### config.mk
export PLATFORM = sky130hd
export DESIGN_NAME = mma_div
export DESIGN_NICKNAME = d
export VERILOG_FILES = /design/src/hdl/mma_pkg.sv /design/src/hdl/mma_div.sv
export SDC_FILE = /design/constraint.sdc
export NUM_CORES = 1
export LEC_CHECK = 0
export ABC_AREA = 0
export ABC_CLOCK_PERIOD_IN_PS = 4300
export BUFFER_PORTS_ARGS = -buffer_cell sky130_fd_sc_hd__clkbuf_2
export CAP_MARGIN = 20
export CORE_UTILIZATION = 30
export DETAILED_ROUTE_END_ITERATION = 16
export GPL_TIMING_DRIVEN = 0
export PLACE_DENSITY_LB_ADDON = 0.25
export SLEW_MARGIN = 20
export SYNTH_ARGS = -nofsm -noshare
export SYNTH_HDL_FRONTEND = slang
export SYNTH_SLANG_ARGS = --single-unit
### constraint.sdc
create_clock -name clk -period 4.3 [get_ports clk]
set_input_delay 0.215 -clock clk [delete_from_list [all_inputs] [get_ports clk]]
set_output_delay 0.215 -clock clk [all_outputs]
set_load 0.01 [all_outputs]
### src/hdl/mma_pkg.sv
// Shared widths, register indexes, mode codes and the divider request type
// for the multimode moving average block. No dependencies.
package mma_pkg;

	// Depth of the sample window ring; a power of two.
	localparam int MAX_WINDOW  = 256;
	// Width of one input sample, signed fixed point.
	localparam int SAMPLE_BITS = 32;
	// Width of one average, signed Q16.16.
	localparam int AVG_W       = 32;

	// Configuration port.
	localparam int CFG_IDX_W = 1;
	localparam int MODE_W    = 2;
	localparam int CFG_W     = 9;

	localparam logic [CFG_IDX_W-1:0] REG_AVG_MODE      = 1'd0;
	localparam logic [CFG_IDX_W-1:0] REG_WINDOW_LENGTH = 1'd1;

	localparam logic [MODE_W-1:0] MODE_SIMPLE = 2'd0;
	localparam logic [MODE_W-1:0] MODE_EXP    = 2'd1;
	localparam logic [MODE_W-1:0] MODE_WMA    = 2'd2;
	localparam logic [MODE_W-1:0] MODE_WILDER = 2'd3;

	// Derived widths.
	localparam int RING_AW = $clog2(MAX_WINDOW);
	localparam int P_W     = $clog2(MAX_WINDOW + 1);
	localparam int SUM_W   = SAMPLE_BITS + RING_AW;
	localparam int WSUM_W  = SAMPLE_BITS + 2 * RING_AW;
	localparam int S_W     = SAMPLE_BITS + 2;
	localparam int MUL_W   = P_W + 1 + S_W;
	localparam int DIV_W   = WSUM_W;
	localparam int DVS_W   = 2 * P_W;
	localparam int CNT_W   = $clog2(DIV_W);

	// One request to the serial divider.
	typedef struct packed {
		logic             start;
		logic [DIV_W-1:0] dividend;
		logic [DVS_W-1:0] divisor;
	} mma_div_req_t;

endpackage

### src/hdl/mma_div.sv
// Restoring serial divider, one quotient bit per cycle, truncating toward zero.
// Depends on mma_pkg for widths and the request type.
module mma_div (
	input  logic                             clk,
	input  logic                             arst_n,
	input  mma_pkg::mma_div_req_t            req,
	output logic                             done,
	output logic signed [mma_pkg::DIV_W-1:0] quotient
);
	import mma_pkg::*;

	logic             busy_q;
	logic             done_q;
	logic [CNT_W-1:0] cnt_q;
	logic [DVS_W:0]   rem_q;
	logic [DIV_W-1:0] quo_q;
	logic [DVS_W-1:0] d_q;
	logic             neg_q;

	logic             dvd_neg;
	logic [DIV_W-1:0] dvd_mag;
	logic [DVS_W:0]   trial;
	logic             fits;

	// Magnitude of the dividend; the divisor is always positive.
	assign dvd_neg = req.dividend[DIV_W-1];
	assign dvd_mag = dvd_neg ? (~req.dividend + DIV_W'(1)) : req.dividend;

	// One restoring step: shift in the next dividend bit and try the subtract.
	assign trial = {rem_q[DVS_W-1:0], quo_q[DIV_W-1]};
	assign fits  = (trial >= {1'b0, d_q});

	// Step counter and completion pulse.
	always_ff @(posedge clk or negedge arst_n) begin
		if (!arst_n) begin
			busy_q <= 1'b0;
			done_q <= 1'b0;
			cnt_q  <= '0;
		end else begin
			done_q <= 1'b0;
			if (req.start) begin
				busy_q <= 1'b1;
				cnt_q  <= CNT_W'(DIV_W - 1);
			end else if (busy_q) begin
				cnt_q <= cnt_q - CNT_W'(1);
				if (cnt_q == '0) begin
					busy_q <= 1'b0;
					done_q <= 1'b1;
				end
			end
		end
	end

	// Remainder and quotient shift registers.
	always_ff @(posedge clk) begin
		if (req.start) begin
			quo_q <= dvd_mag;
			rem_q <= '0;
			d_q   <= req.divisor;
			neg_q <= dvd_neg;
		end else if (busy_q) begin
			rem_q <= fits ? (trial - {1'b0, d_q}) : trial;
			quo_q <= {quo_q[DIV_W-2:0], fits};
		end
	end

	assign done     = done_q;
	assign quotient = signed'(neg_q ? (~quo_q + DIV_W'(1)) : quo_q);

endmodule

### Word-level counts from Yosys, hierarchy flattened

Cells that the tools add are included.

| cells by class | value |
|---|---|
| add/subtract/negate cells | 4 |
| $mul | 0 |
| div/mod/pow operators | 0 |
| $lt $le $gt $ge | 1 |
| equal/unequal tests | 0 |
| shift operators | 0 |
| multiplexer cells | 13 |
| bitwise gates (word level) | 2 |
| reductions and logical operators | 2 |

Operators by type and width:

| cell | count |
|---|---|
| two-way mux 48 bit | 4 |
| adder 48 x 1 -> 48 bit, second input constant | 2 |
| inverter 48 bit | 2 |
| greater-or-equal comparator 19 x 18 -> 1 bit | 1 |
| two-way mux 18 bit | 1 |
| subtractor 18 bit | 1 |
| two-way mux 6 bit | 2 |
| zero test 6 bit | 1 |
| two-way mux 1 bit | 6 |
| subtractor 6 x 1 -> 6 bit, second input constant | 1 |
| nonzero test 2 bit | 1 |

| storage, ports and cells | value |
|---|---|
| register bits after elaboration | 93 |
| bits in latches | 0 |
| RAM bits | 0 |
| bits in read-only memories | 0 |
| logic and storage cells | 29 |
| memories | 0 |

### Depth between registers and ports, before layout

| logic depth | value |
|---|---|
| depth in word-level cells | 4 |
| gate-level depth with buffers | 10 |
| gate-level depth less buffers | 10 |

### Worst setup path after synthesis

No wires, ideal clock.

| timing path | value |
|---|---|
| kind | register to output |
| start point | reg quo_q[28] |
| end point | out quotient[46] in the netlist's numbering |
| arrival time | 2.556 ns |
| required time | 4.085 ns |
| path slack | 1.529 ns |
| stages on the path, launching flop included | 7 |
| path buffers | 0 |
| path through | edfxtp_1 or4_1 or4_1 or3_1 or3_1 o21ai_1 xnor2_1 |

| on the way | value |
|---|---|
| cells in the longest elaborated chain, start to end | 3 |

RTL lines:

| what | line | source |
|---|---|---|
| start, declared | mma_div.sv:16 | `logic [DIV_W-1:0] quo_q;` |
| start signal, assigned | mma_div.sv:57 | `quo_q <= dvd_mag;` |
| start signal, assigned | mma_div.sv:63 | `quo_q <= {quo_q[DIV_W-2:0], fits};` |
| inverter 48 bit | mma_div.sv:68 | `assign quotient = signed'(neg_q ? (~quo_q + DIV_W'(1)) : quo_q);` |
| adder 48 x 1 -> 48 bit | mma_div.sv:68 |  |
| two-way mux 48 bit | mma_div.sv:68 |  |
| end, declared | mma_div.sv:8 | `output logic signed [mma_pkg::DIV_W-1:0] quotient` |

No other way between the ends.

### Worst setup path in the final report

| timing path | value |
|---|---|
| start point | reg quo_q[5] |
| end point | out quotient[45] in the netlist's numbering |

The elaborated chain is that of the path after synthesis.

==> flow_summary.yaml <==
floorplanning:
  start_util_pct: 31.0
  dieArea_um2: 23300
  row_count: 54
  fp.dieW_um: 153
  io_pins: 118
  chipHeight_um: 153
  core_area_um2: 22000
timing:
  rsz0062_at_grt: "no"
  hold_viol_final: 0
  finalCriticalPeriod_ns: 3.88
  worst_pin_slew_ns: 0.952
  max_clock_freq_mhz: 258
  slew_viol_final: 0
  skew_ns: 0.0119
  whs_ns: 0.0239
  slew-limit-headroom_pct: 36.0
  finalCritPeriodShare_pct: 90.1
  fin_setup_tns_ns: 0
  finalSetupViolCount: 0
synth:
  synth_top_area_share_pct: 29.5
  synth_flop_cell: "edfxtp_1"
  synth.distinct_cells: 66
  async_flop_share_pct: 8.60
  yosysWarnings: 0
  synth.area.top_cells: "edfxtp_1 (29%), xnor2_1 (7.3%), xor2_1 (6.0%)"
  synth_enable_flop_cells: 67
  syn-num-nets: 855
  synth_cells: 763
  ys_seq_elements: 93
  seq_area_frac_synth_pct: 37.7
  avgSynthCellArea_um2: 8.94
  syn_area_um2: 6820
  synth_top_area_cell: "edfxtp_1"
drt:
  wl_per_cell_um: 18.0
  firstDrtPassIters: 13
  drc: 1
  ant_nets: 0
  vias_per_cell: 5.39
  dr_total_vias: 6346
  drt_iter0_drc: 502
  wl_um: 21200
cts:
  ctsResizeCount: 0
  htree_num_levels: 3
  cts_root_buffer: "clkbuf_16"
  cts_hold_buf: 1
  path_clk_slew_ns: 0.07
  numCtsBuffers: 9
  post_cts_buffers: 0
  clkLatencyLatePin_ns: 0.36
  cts_sinks: 93
  clockBufferDepth: 2
  cts_tree: "yes"
critical_path:
  slowest_delay_ns: 0.81
  arrival_ns: 3.66
  critical_path_class: "flop to primary output"
  crit_slowest_cell: "nor4_1"
  crit_chain: "or4_1, nor4_1, nand3b_1, or2_1, o41ai_2, xnor2_1, clkbuf_2"
  startpoint_type: "flop"
  cp-end-kind: "primary output"
  critPathMaxFanout: 8
  path_delay_family: "simple AND/OR/NAND/NOR gates"
  worstPathBufferInverterCount: 1
  cp.required_ns: 4.09
power_and_ir_drop:
  power_density_nw_per_um2: 434
  switching_share_pct: 34.9
  power.leakage_nw: 3.14
  peakVddDrop_v: 0.000221
  p_int_mw: 2.32
  pwr-share-clk_pct: 30.4
  sequentialPowerShare_pct: 35.2
  total_power_mw: 3.55
  combPwrFrac_pct: 34.3
  p_switching_mw: 1.24
global_routing:
  grt_pass1_vias: 5989
  grt_use_total_pct: 18.3
  overflow: 0
  grt_antenna_before_repair: 0
  grt_max_degree: 32
  grt_pass1_wl_um: 33500
placement:
  dp.cells: 1161
  place.gp.congestion: 0.897
  dp_hpwl_um: 15900
  io_buffer_count: 117
flow_run:
  drv_cap: 0
min_path:
  hold_path.class: "input port to flop"
final_layout:
  fin_cells: 1178
  n_antenna_cell: 0
  areaGrowthSynthToFinish_pct: 20.0
  drive_gt1_share_pct: 17.4
  fin_util_pct: 37.2
  nNetsFinal: 985
status:
  violations: "DRC"
  status: "finished with violations"
==> path summary, 6_finish.rpt <==
kind                       startpoint      endpoint  slack [ns]  cells after the start
hold reg to reg             rem_q[16]     rem_q[16]        0.51                      2
setup reg to reg               d_q[5]      rem_q[1]        1.09                      9
max in group asynchronous      arst_n        busy_q        3.85                      2
hold / removal                 req[1]        d_q[1]        0.02                      1
setup / recovery             quo_q[5]  quotient[45]        0.42                      7
min in group asynchronous      arst_n      cnt_q[5]        0.26                      2
==> final cells by class <==
cell class                 instances  area [um^2]
buffer                            39          151
clock inverter                     7          168
fill                            2290        13800
multi-input combinational        592         3960
inverter                          39          146
tap                              280          350
timing repair buffer             119          616
sequential                        93         2570
clock buffer                       9          225
==> kinds of logic after synthesis <==
kind of cell	Yosys count	share of synthesized area, %
DFF	93	37.7
buffers and inverters	78	4.37
adders and majority gates	23	4.33
xor gates and xnor gates	104	13.4
AOI/OAI and AO/OA	218	21.6
and+or+nand+nor	244	18.1
muxes	3	0.532
==> power groups by stage <==
stage / combinational [mW] / clock, mW / sequential (mW)
2_1_floorplan: 0.851 / 0 / 1.22
3_3_place_gp: 1.20 / 0 / 1.27
3_5_place_dp: 1.21 / 0 / 1.27
4_1_cts: 1.21 / 1.09 / 1.25
5_1_grt: 1.36 / 1.13 / 1.27
6_report: 1.22 / 1.08 / 1.25
==> layout by cell type, fill, tap and decap left out, types with 22 or more instances in the layout <==
| master | count |
|---|---|
| xnor2_1 | 57 |
| clkbuf_2 | 117 |
| nor2_1 | 77 |
| clkbuf_1 | 36 |
| o41ai_1 | 24 |
| a21oi_1 | 63 |
| o31ai_1 | 25 |
| nand2_1 | 47 |
| inv_1 | 38 |
| ha_1 | 22 |
| o21ai_0 | 40 |
| xor2_1 | 47 |
| edfxtp_1 | 67 |
==> worst register-to-register path, delay by kind of cell (launching register included) <==
| family | cells | cell delay (ns) |
|---|---|---|
| AO/OA/AOI/OAI | 4 | 1.32 |
| adder cells (fa/ha/maj) | 1 | 0.39 |
| buffers and inverters | 2 | 0.49 |
| flip-flops | 1 | 0.33 |
| AND/OR/NAND/NOR | 2 | 0.53 |
==> state kept, by name, summed over array words and instances, names as in the netlist <==
| name | count |
|---|---|
| busy_q | 1 |
| cnt_q | 6 |
| d_q | 18 |
| done | 1 |
| neg_q | 1 |
| quo_q | 48 |
| rem_q | 18 |
==> metrics by stage <==
stage | setup slack, ns | instance area (um^2)
2_1_floorplan | 1.53 | 6820
3_3_place_gp | 0.662 | 7760
3_5_place_dp | 0.830 | 7780
4_1_cts | 0.443 | 8180
5_1_grt | 0.294 | 8190
6_report | 0.425 | 8190
==> layer usage <==
metal / GRT usage (%) / routed length [um] / vias up
li1: - / - / 3088
met1: 25.8 / 10400 / 3054
met2: 28.1 / 9360 / 177
met3: 3.10 / 1050 / 27
met4: 6.11 / 400 / 0
met5: 0 / 0 / -
==> synthesized netlist by cell type, types with 8 or more instances <==
cell type / n
xnor2_1: 57
o211ai_1: 9
a21oi_1: 63
dfxtp_1: 18
nor4_1: 14
o41ai_1: 25
o21ai_0: 40
nor3_1: 15
nand2b_1: 18
nand2_1: 47
or3_1: 17
xor2_1: 47
ha_1: 22
inv_1: 39
o31ai_1: 25
clkbuf_1: 36
or4_1: 17
dfrtp_1: 8
edfxtp_1: 67
nor2_1: 77
Note: power is estimated with default switching activity, not from simulation.
